## src/rtl/core/mlg_pkg.sv

```systemverilog
// Package: transaction types, register indexes, verdict codes and the mu-law expander.
`timescale 1ns / 1ps

package mlg_pkg;

  localparam int unsigned CfgIndexWidth = 2;
  localparam int unsigned CfgDataWidth  = 10;

  localparam logic [CfgIndexWidth-1:0] REG_STOP_AFTER = 2'd0;
  localparam logic [CfgIndexWidth-1:0] REG_QUIET_MARGIN = 2'd1;
  localparam logic [CfgIndexWidth-1:0] REG_MAX_FRAME_LEN = 2'd2;

  localparam logic [7:0] STOP_AFTER_RESET = 8'd50;
  localparam logic [6:0] QUIET_MARGIN_RESET = 7'd2;
  localparam logic [9:0] MAX_FRAME_LEN_RESET = 10'd960;

  localparam logic [2:0] V_DROP   = 3'd0;
  localparam logic [2:0] V_START  = 3'd1;
  localparam logic [2:0] V_PLAY   = 3'd2;
  localparam logic [2:0] V_STOP   = 3'd3;
  localparam logic [2:0] V_REJECT = 3'd4;

  localparam logic [7:0]  RUN_MAX = 8'hFF;
  localparam logic [15:0] MU_BIAS = 16'h0084;

  typedef struct packed {
    logic [7:0] mulaw_byte;
    logic       frame_end;
  } in_item_t;

  typedef struct packed {
    logic signed [15:0] pcm_sample;
    logic               is_frame_end;
    logic [2:0]         verdict;
    logic               playing;
  } out_item_t;

  typedef struct packed {
    logic [7:0] stop_after_frames;
    logic [6:0] quiet_margin;
    logic [9:0] max_frame_len;
  } cfg_t;

  // One classified byte as handed from front to back.
  typedef struct packed {
    logic signed [15:0] pcm_sample;
    logic               frame_end;
    logic               oversize;
    logic [9:0]         frame_count;
    logic [9:0]         quiet_count;
  } frame_info_t;

  function automatic logic signed [15:0] mu_decode(input logic [7:0] b);
    logic [7:0]  c;
    logic [15:0] base;
    logic [15:0] mag;
    c    = ~b;
    base = {9'd0, c[3:0], 3'd0} + MU_BIAS;
    mag  = (base << c[6:4]) - MU_BIAS;
    return c[7] ? $signed(16'd0 - mag) : $signed(mag);
  endfunction

endpackage

```

## src/rtl/core/mlg_front.sv

```systemverilog
// Front: mu-law decode, quiet test and per-frame length and quiet counters.
`timescale 1ns / 1ps

module mlg_front
  import mlg_pkg::*;
(
  input  logic        clk,
  input  logic        rst,
  input  logic        accept,
  input  in_item_t    item,
  input  cfg_t        cfg,
  output frame_info_t info
);

  logic [9:0]  frame_count;
  logic [9:0]  quiet_count;
  logic        oversize;
  logic [9:0]  frame_count_next;
  logic [9:0]  quiet_count_next;
  logic        oversize_next;
  logic [10:0] len_inc;
  logic        quiet;

  assign len_inc = {1'b0, frame_count} + 11'd1;
  assign quiet   = ((8'hFF - item.mulaw_byte) <= {1'b0, cfg.quiet_margin}) ||
                   (item.mulaw_byte <= {1'b0, cfg.quiet_margin});

  always_comb begin
    frame_count_next = frame_count;
    quiet_count_next = quiet_count;
    oversize_next    = oversize;
    if (!oversize) begin
      if (len_inc > {1'b0, cfg.max_frame_len}) begin
        oversize_next = 1'b1;
      end else begin
        frame_count_next = len_inc[9:0];
        if (quiet) begin
          quiet_count_next = quiet_count + 10'd1;
        end
      end
    end
  end

  assign info.pcm_sample  = mu_decode(item.mulaw_byte);
  assign info.frame_end   = item.frame_end;
  assign info.oversize    = oversize_next;
  assign info.frame_count = frame_count_next;
  assign info.quiet_count = quiet_count_next;

  always_ff @(posedge clk) begin
    if (rst) begin
      frame_count <= '0;
      quiet_count <= '0;
      oversize    <= 1'b0;
    end else if (accept) begin
      if (item.frame_end) begin
        frame_count <= '0;
        quiet_count <= '0;
        oversize    <= 1'b0;
      end else begin
        frame_count <= frame_count_next;
        quiet_count <= quiet_count_next;
        oversize    <= oversize_next;
      end
    end
  end

endmodule

```

## src/rtl/core/mlg_queue.sv

```systemverilog
// Small FIFO between front and back; push and pop may happen in the same cycle, but a push is refused while full.
`timescale 1ns / 1ps

module mlg_queue
  import mlg_pkg::*;
#(
  parameter int unsigned DEPTH = 4
) (
  input  logic        clk,
  input  logic        rst,
  input  logic        push,
  input  frame_info_t push_data,
  input  logic        pop,
  output logic        full,
  output logic        not_empty,
  output frame_info_t head
);

  localparam int unsigned PtrWidth = (DEPTH > 1) ? $clog2(DEPTH) : 1;
  localparam int unsigned CntWidth = $clog2(DEPTH + 1);
  localparam logic [PtrWidth-1:0] LastPtr = PtrWidth'(DEPTH - 1);
  localparam logic [CntWidth-1:0] FullCnt = CntWidth'(DEPTH);

  frame_info_t         entries [DEPTH];
  logic [PtrWidth-1:0] wr_ptr;
  logic [PtrWidth-1:0] rd_ptr;
  logic [CntWidth-1:0] count;
  logic                do_push;
  logic                do_pop;

  assign full      = (count == FullCnt);
  assign not_empty = (count != '0);
  assign head      = entries[rd_ptr];
  assign do_push   = push && !full;
  assign do_pop    = pop && not_empty;

  always_ff @(posedge clk) begin
    if (do_push) begin
      entries[wr_ptr] <= push_data;
    end
  end

  always_ff @(posedge clk) begin
    if (rst) begin
      wr_ptr <= '0;
      rd_ptr <= '0;
      count  <= '0;
    end else begin
      if (do_push) begin
        wr_ptr <= (wr_ptr == LastPtr) ? '0 : wr_ptr + PtrWidth'(1);
      end
      if (do_pop) begin
        rd_ptr <= (rd_ptr == LastPtr) ? '0 : rd_ptr + PtrWidth'(1);
      end
      if (do_push && !do_pop) begin
        count <= count + CntWidth'(1);
      end else if (do_pop && !do_push) begin
        count <= count - CntWidth'(1);
      end
    end
  end

endmodule

```

## src/rtl/core/mlg_back.sv

```systemverilog
// Back: silence decision, playback gate state and output register.
`timescale 1ns / 1ps

module mlg_back
  import mlg_pkg::*;
(
  input  logic        clk,
  input  logic        rst,
  input  logic        entry_valid,
  input  frame_info_t entry,
  input  cfg_t        cfg,
  output logic        pop,
  output logic        dst_valid,
  input  logic        dst_stall,
  output out_item_t   dst_data
);

  logic       playing;
  logic [7:0] silent_run;
  logic       playing_next;
  logic [7:0] silent_run_next;
  logic [7:0] run_inc;
  logic [2:0] verdict;
  logic [13:0] quiet_x10;
  logic [13:0] len_x9;
  logic        silent;

  assign pop = entry_valid && (!dst_valid || !dst_stall);

  assign quiet_x10 = {1'b0, entry.quiet_count, 3'd0} + {3'd0, entry.quiet_count, 1'b0};
  assign len_x9    = {1'b0, entry.frame_count, 3'd0} + {4'd0, entry.frame_count};
  assign silent    = (quiet_x10 >= len_x9);
  assign run_inc   = (silent_run == RUN_MAX) ? silent_run : silent_run + 8'd1;

  always_comb begin
    playing_next    = playing;
    silent_run_next = silent_run;
    verdict         = V_DROP;
    if (entry.frame_end) begin
      priority if (entry.oversize) begin
        verdict = V_REJECT;
      end else if (!playing) begin
        if (!silent) begin
          playing_next    = 1'b1;
          silent_run_next = '0;
          verdict         = V_START;
        end
      end else if (silent) begin
        if (run_inc >= cfg.stop_after_frames) begin
          playing_next    = 1'b0;
          silent_run_next = '0;
          verdict         = V_STOP;
        end else begin
          silent_run_next = run_inc;
          verdict         = V_PLAY;
        end
      end else begin
        silent_run_next = '0;
        verdict         = V_PLAY;
      end
    end
  end

  always_ff @(posedge clk) begin
    if (rst) begin
      playing    <= 1'b0;
      silent_run <= '0;
      dst_valid  <= 1'b0;
    end else begin
      if (pop) begin
        playing    <= playing_next;
        silent_run <= silent_run_next;
        dst_valid  <= 1'b1;
      end else if (!dst_stall) begin
        dst_valid <= 1'b0;
      end
    end
  end

  always_ff @(posedge clk) begin
    if (pop) begin
      dst_data.pcm_sample   <= entry.pcm_sample;
      dst_data.is_frame_end <= entry.frame_end;
      dst_data.verdict      <= verdict;
      dst_data.playing      <= playing_next;
    end
  end

endmodule

```

## src/rtl/core/mulaw_playback_silence_gate.sv

```systemverilog
// Top level: mu-law playback decoder with frame silence gate.
//
//   channel | direction | handshake          | payload
//   src     | in        | src_valid/src_stall | in_item_t  (mulaw_byte, frame_end)
//   dst     | out       | dst_valid/dst_stall | out_item_t (pcm_sample, is_frame_end,
//           |           |                    |             verdict, playing)
//   cfg     | in        | cfg_valid/cfg_ready | cfg_index, cfg_data
//
// One byte per cycle sustained while dst_stall is low; each result is registered.
// The front counters and the queue set the input side; the output register the other.
// src_stall rises only when the QUEUE_DEPTH-entry queue is full.
// rst is synchronous: gate idle, counters cleared, registers at their reset values.
// cfg_ready is always high; index 3 is ignored.
`timescale 1ns / 1ps

module mulaw_playback_silence_gate
  import mlg_pkg::*;
#(
  parameter int unsigned QUEUE_DEPTH = 4
) (
  input  logic                     clk,
  input  logic                     rst,
  input  logic                     src_valid,
  output logic                     src_stall,
  input  in_item_t                 src_data,
  output logic                     dst_valid,
  input  logic                     dst_stall,
  output out_item_t                dst_data,
  input  logic                     cfg_valid,
  output logic                     cfg_ready,
  input  logic [CfgIndexWidth-1:0] cfg_index,
  input  logic [CfgDataWidth-1:0]  cfg_data
);

  cfg_t        cfg;
  frame_info_t front_info;
  frame_info_t queue_head;
  logic        queue_full;
  logic        queue_not_empty;
  logic        queue_pop;
  logic        src_accept;

  assign cfg_ready  = 1'b1;
  assign src_stall  = queue_full;
  assign src_accept = src_valid && !queue_full;

  always_ff @(posedge clk) begin
    if (rst) begin
      cfg.stop_after_frames <= STOP_AFTER_RESET;
      cfg.quiet_margin      <= QUIET_MARGIN_RESET;
      cfg.max_frame_len     <= MAX_FRAME_LEN_RESET;
    end else if (cfg_valid && cfg_ready) begin
      unique case (cfg_index)
        REG_STOP_AFTER:    cfg.stop_after_frames <= cfg_data[7:0];
        REG_QUIET_MARGIN:  cfg.quiet_margin      <= cfg_data[6:0];
        REG_MAX_FRAME_LEN: cfg.max_frame_len     <= cfg_data;
        default: ;
      endcase
    end
  end

  mlg_front u_front (
    .clk    (clk),
    .rst    (rst),
    .accept (src_accept),
    .item   (src_data),
    .cfg    (cfg),
    .info   (front_info)
  );

  mlg_queue #(
    .DEPTH (QUEUE_DEPTH)
  ) u_queue (
    .clk       (clk),
    .rst       (rst),
    .push      (src_accept),
    .push_data (front_info),
    .pop       (queue_pop),
    .full      (queue_full),
    .not_empty (queue_not_empty),
    .head      (queue_head)
  );

  mlg_back u_back (
    .clk         (clk),
    .rst         (rst),
    .entry_valid (queue_not_empty),
    .entry       (queue_head),
    .cfg         (cfg),
    .pop         (queue_pop),
    .dst_valid   (dst_valid),
    .dst_stall   (dst_stall),
    .dst_data    (dst_data)
  );

endmodule

```

## config.mk

```make
export PLATFORM = sky130hd
export DESIGN_NAME = mulaw_playback_silence_gate
export DESIGN_NICKNAME = d
export VERILOG_FILES = /design/src/rtl/core/mlg_pkg.sv /design/src/rtl/core/mlg_front.sv /design/src/rtl/core/mlg_queue.sv /design/src/rtl/core/mlg_back.sv /design/src/rtl/core/mulaw_playback_silence_gate.sv
export SDC_FILE = /design/constraint.sdc
export NUM_CORES = 1
export LEC_CHECK = 0
export BUFFER_PORTS_ARGS = -buffer_cell sky130_fd_sc_hd__buf_4
export CORE_AREA = 8 8 155 157
export DETAILED_ROUTE_END_ITERATION = 16
export DIE_AREA = 0 0 163 165
export GPL_ROUTABILITY_DRIVEN = 0
export PLACE_DENSITY = 0.79
export SLEW_MARGIN = 20
export SYNTH_ARGS = -nofsm -noshare
export SYNTH_HDL_FRONTEND = slang
export SYNTH_SLANG_ARGS = --single-unit
```

## constraint.sdc

```tcl
create_clock -name clk -period 5.14 [get_ports clk]
set_input_delay 0.514 -clock clk [delete_from_list [all_inputs] [get_ports clk]]
set_output_delay 0.514 -clock clk [all_outputs]
set_load 0.005 [all_outputs]
```

== Yosys cells after proc, flatten, opt, wreduce, memory -nomap -nowiden ==
Memories as Yosys holds them, arrays and structs flattened. A register that Yosys moved wholly into a read port is not among the register bits.
Index checks and enable logic that the tools add are counted.

* Add/sub/neg operators: 13
* $lt $le $gt $ge: 5
* Eq/ne operators: 8
* Shift-type cells: 1
* Muxes and demuxes: 37
* Bitwise operators: 3
* Reductions and logical operators: 21

{| class="wikitable"
|+ Operators with widths
! cell !! count
|-
| 10-bit 2-to-1 mux || 7
|-
| 8-bit 2-to-1 mux || 5
|-
| 8-bit by 7-bit less-or-equal comparator with 1-bit output || 2
|-
| 1-bit 2-to-1 mux || 16
|-
| 16-bit 2-to-1 mux || 1
|-
| 16-bit by 3-bit left shift with 16-bit output || 1
|-
| 1-bit by 16-bit subtractor with 16-bit output (first input constant) || 1
|-
| 16-bit by 8-bit subtractor with 16-bit output (second input constant) || 1
|-
| 13-bit by 10-bit adder with 14-bit output || 1
|-
| 13-bit by 11-bit adder with 14-bit output || 1
|-
| 14-bit greater-or-equal comparator || 1
|-
| 3-bit 2-to-1 mux || 4
|-
| 10-bit by 1-bit adder with 11-bit output (second input constant) || 1
|-
| 11-bit by 10-bit > comparator with 1-bit output || 1
|-
| 10-bit by 1-bit adder with 10-bit output (second input constant) || 1
|-
| 7-bit by 8-bit adder with 9-bit output (second input constant) || 1
|-
| 8-bit by 1-bit adder with 8-bit output (second input constant) || 1
|-
| 8-bit == test (second input constant) || 1
|-
| 8-bit greater-or-equal comparator || 1
|-
| 2-bit 2-to-1 mux || 4
|-
| 8-bit NOT || 1
|-
| 8-bit subtractor (first input constant) || 1
|-
| 2-bit == test (second input constant) || 3
|-
| 1-bit logical AND || 6
|-
| other kinds (15) || 25
|}

* Register bits after elaboration: 84
* Bits in writable memories: 152
* Bits of input ports: 26
* Output and inout port bits: 24
* Logic and storage cells: 106
* Memories: 1

{| class="wikitable"
|+ Memory list
! name !! words !! width !! read ports !! clocked after memory_dff !! write ports !! line !! text
|-
| u_queue.entries || 4 || 38 || 1 || 1 || 1 || mlg_queue.sv:24 || <nowiki>frame_info_t entries [DEPTH];</nowiki>
|}

== Longest topological paths before layout ==
* Depth in word-level cells: 8
* Depth in mapped cells: 21
* Depth with buffers taken out: 18

== Hierarchy ==
From an unflattened synthesis, not the netlist that was laid out.

* Cell total of the unflattened synthesis: 998
* Area, all modules: 12489.5 sq um

{| class="wikitable"
|+ Modules (own cells, without submodules)
! module !! instances !! cells each !! area each (sq um) !! seq. area each (sq um)
|-
| mlg_queue || 1 || 248 || 5987.0 || 4744.6
|-
| mlg_front || 1 || 388 || 2981.6 || 420.4
|-
| mlg_back || 1 || 256 || 2454.9 || 830.8
|-
| mulaw_playback_silence_gate || 1 || 106 || 1066.0 || 500.5
|}

== Least setup slack after synthesis ==
No wires, ideal clock.

* Path kind: register to register
* Start point: reg (tool-made name)
* End point: reg u_back.silent_run[3]
* Setup time: 114 ps
* Arrival: 4895 ps
* Required time: 5026 ps
* Path slack: 131 ps
* Stages on the path, launching flop included: 22
* Path buffers: 3
* Clock period less this slack: 5009 ps
* Path through: dfxtp_1 -> buf_6 -> buf_1 -> buf_2 -> mux4_2 -> ha_1 -> fa_1 -> a21o_1 -> a21oi_1 -> o21bai_1 -> a21oi_1 -> nor2b_1 -> o21ai_0 -> xor2_1 -> ha_1 -> a21o_1 -> a21o_1 -> a21oi_1 -> o211ai_1 -> o2111a_2 -> a21boi_0 -> a21o_1

{| class="wikitable"
|+ RTL lines
! what !! line !! text
|-
| end signal, assigned || mlg_back.sv:72 || <nowiki>silent_run <= silent_run_next;</nowiki>
|-
| end, declared || mlg_back.sv:19 || <nowiki>logic [7:0] silent_run;</nowiki>
|}

==> impl_metrics.yaml <==
yosys:
  synth_seq_cells: 228
  ys_types: 73
  async_flop_share_pct: 0
  synth_warnings: 0
  netlist_instances: 931
  synth_edf_count: 163
  syn_area_sq_mm: 0.0116
  synth_top_flop_cell: "edfxtp_1"
  synth-seq-area-share_pct: 53.6
  avgSynthCellArea_sq_um: 12.4
clock_tree:
  cts_setup_buffers: 0
  htree_levels: 1
  cts_hold_buf: 0
  clk_pin_slew_ns: 0.06
  cts_resized: 0
  clock_sinks: 228
  root_buffer: "clkbuf_16"
  numCtsBuffers: 24
  cts_tree: "done"
  clkLatencyLatePin_ns: 0.52
  clock_path_buffers: 3
sta:
  clock_skew_ns: 0.0206
  setup_slack_ns: 0.375
  setup_violations: 0
  slew_viol_final: 0
  finalHoldViolCount: 0
  timing.final.crit_share_pct: 92.7
  worst_slew_pin_slew_ns: 1.05
  rsz0062_at_grt: "no"
  slew_headroom_pct: 29.2
  setup_tns_ns: 0
  max_freq_mhz: 210
  layout_min_cycle_time_ns: 4.76
placement:
  port_buffers: 46
  dp_cells: 1226
  hpwl_mm: 16.1
  place_ws_ns: 0.403
route:
  drt-initial-drc-count: 476
  drc_errors: 0
  viasPerCell: 5.81
  vias: 7380
  dr.pass1.iters: 5
  routed_wl_mm: 23.2
  ant_nets: 0
  drt-wirelength-per-cell_um: 18.3
grt:
  grt_pass1_wl_mm: 37.6
  grt_antenna_before_repair: 0
  grt_pass1_vias: 7233
  grt_max_degree: 43
  grt_remaining_overflow: 0
  grt_use_total_pct: 17.3
setup_path:
  end_kind: "flop"
  critical_path_buf_inv_count: 0
  start_kind: "flop"
  cpMostUsedCell: "a21o_1"
  arrival_ns: 5.17
  cp_top_family: "compound AO/OA/AOI/OAI gates"
  max_stage_delay_ns: 0.57
  cpMaxStageDelayCell: "dfxtp_2"
  critPathRequiredTime_ns: 5.55
  crit_type: "reg2reg"
  worstPathMaxFanout: 12
  cp_cell_sequence: "mux4_2, ha_1, fa_1, a21o_1, a21oi_1, o21bai_1, a21oi_1, nor2b_1, o21ai_0, xor2_1, ha_1, a21o_1, a21o_1, a21oi_1, o211ai_1, o2111a_2, a21boi_0, a21o_1"
pwr:
  vdd_drop_max_mv: 0.250
  p_per_area_mw_per_mm2: 508
  power.leakage_nw: 5.00
die:
  io_pins: 50
  rows: 54
  dieArea_sq_mm: 0.0269
  die_x_um: 163
  design.core.area_sq_mm: 0.0215
  dieHeight_um: 165
  start_util_pct: 53.8
run_status:
  status: "finished, final reports clean"
layout:
  finalNonFillerCells: 1270
  final_layout_size_suffix_gt1_share_pct: 15.3
  n_antenna_cell: 0
  final_nets: 1072
  area_growth_pct: 11.8
  fin_util_pct: 60.2
worst_hold_path:
  hold_path_class: "in2reg"
run:
  maxCapViolations: 0
-- cell families after synthesis --
kind of cell               Yosys count  share of synthesized area [%]
AOI/OAI and AO/OA                  180                           11.0
xor gates and xnor gates            67                           5.07
adders and majority gates           74                           8.20
buffers and inverters               95                           3.46
DFF                                228                           53.6
muxes                               49                           8.31
other                                2                         0.0649
and+or+nand+nor                    236                           10.3
-- area by class of cell --
type                            count  area (sq um)
Fill cell                        1681          8550
Sequential cell                   228          6200
Multi-Input combinational cell    609          4980
Clock buffer                       30           633
Timing Repair Buffer               54           405
Tap cell                          280           350
Inverter                           55           206
Clock inverter                     14           163
-- Yosys cell counts (8+ instances only) --
master / n / share of area [%]
a21o_1: 15 / 0.97
a21oi_1: 54 / 2.3
a31oi_1: 13 / 0.70
a41o_1: 8 / 0.69
and2_1: 9 / 0.49
and3_1: 18 / 0.97
clkbuf_1: 20 / 0.65
dfxtp_1: 65 / 11
edfxtp_1: 163 / 42
ha_1: 71 / 7.7
inv_1: 53 / 1.7
mux2i_1: 8 / 0.69
mux4_2: 37 / 7.2
nand2_1: 62 / 2.0
nand2b_1: 9 / 0.49
nand3_1: 27 / 1.2
nand4_1: 9 / 0.49
nor2_1: 49 / 1.6
nor3_1: 11 / 0.48
o211ai_1: 16 / 1.0
o21ai_0: 20 / 0.87
or3_1: 9 / 0.49
xnor2_1: 34 / 2.6
xor2_1: 33 / 2.5
-- state kept, by name, summed over array words and instances (netlist names), named ones only --
name	flops
u_queue.entries	144
u_queue.rd_ptr	2
cfg	25
u_front.frame_count	10
u_back.dst_valid	1
u_front.quiet_count	10
u_front.oversize	1
u_back.silent_run	8
u_back.dst_data	19
u_back.playing	1
u_queue.wr_ptr	2
u_queue.count	3
-- worst paths after layout --
path / slack [ns] / cells past startpoint / startpoint / end
max: 0.38 / 18 / flop / u_back.silent_run[3]$_SDFFE_PP0P_
min: 0.24 / 3 / cfg_data[7] / cfg[24]$_SDFFE_PP0P_
max reg2reg: 0.38 / 18 / flop / u_back.silent_run[3]$_SDFFE_PP0P_
min reg2reg: 0.46 / 2 / cfg[5]$_SDFFE_PP0P_ / cfg[5]$_SDFFE_PP0P_
-- power by group --
part | internal [mW] | switching, mW | leakage (nW) | total, mW
registers | 2.26 | 0.118 | 2.06 | 2.38
logic | 1.13 | 1.33 | 2.57 | 2.46
clock network | 1.03 | 0.705 | 0.379 | 1.74
-- worst reg2reg max path: stages, from the launching register on --
cell,delay (ns)
dfxtp_2,0.57
mux4_2,0.58
ha_1,0.25
fa_1,0.41
a21o_1,0.20
a21oi_1,0.24
o21bai_1,0.10
a21oi_1,0.23
nor2b_1,0.09
o21ai_0,0.19
xor2_1,0.17
ha_1,0.26
a21o_1,0.16
a21o_1,0.17
a21oi_1,0.14
o211ai_1,0.28
o2111a_2,0.34
a21boi_0,0.14
a21o_1,0.15
-- routing by layer --
layer | up-vias | wire (um) | global-route usage [%] | part of all wire (%)
li1 | 3576 | - | - | -
met1 | 3613 | 10200 | 22.6 | 44
met2 | 160 | 11400 | 30.1 | 49
met3 | 31 | 1020 | 2.29 | 4.4
met4 | 0 | 480 | 4.42 | 2.1
met5 | - | 0 | 0 | 0
-- layout by cell type, fill, tap and decap left out, drive strengths merged, types with 5 or more instances in the layout --
master  synthesis  routed
and3           21      21
o21a            6       6
clkinv          1       9
o211ai         17      17
ha             71      71
a21oi          55      55
a21o           15      15
nand3b          6       6
nand3          27      27
a22o            6       6
a41o            8       8
a31oi          14      14
clkbuf         21      30
or3             9       9
o21ai          21      21
nor3           11      11
and2            9       9
nand2          62      62
buf            19      54
nor2           49      49
inv            54      55
mux2i           9       9
nor2b           7       7
nand4           9       9
edfxtp        163     163
o21bai          5       5
nand2b          9       9
dfxtp          65      65
mux4           37      37
xnor2          34      34
xor2           33      33
-- through the flow --
stage | total power, mW | hold slack (ns) | cell area, sq um
6_report | 6.57 | 0.240 | 12900
5_1_grt | 6.96 | 0.257 | 12900
4_1_cts | 6.61 | 0.234 | 12900
3_5_place_dp | 4.86 | 0.448 | 12100
3_3_place_gp | 4.77 | 0.444 | 12100
2_1_floorplan | 4.18 | 0.436 | 11600
No activity file was read; power rests on OpenSTA's default activity.
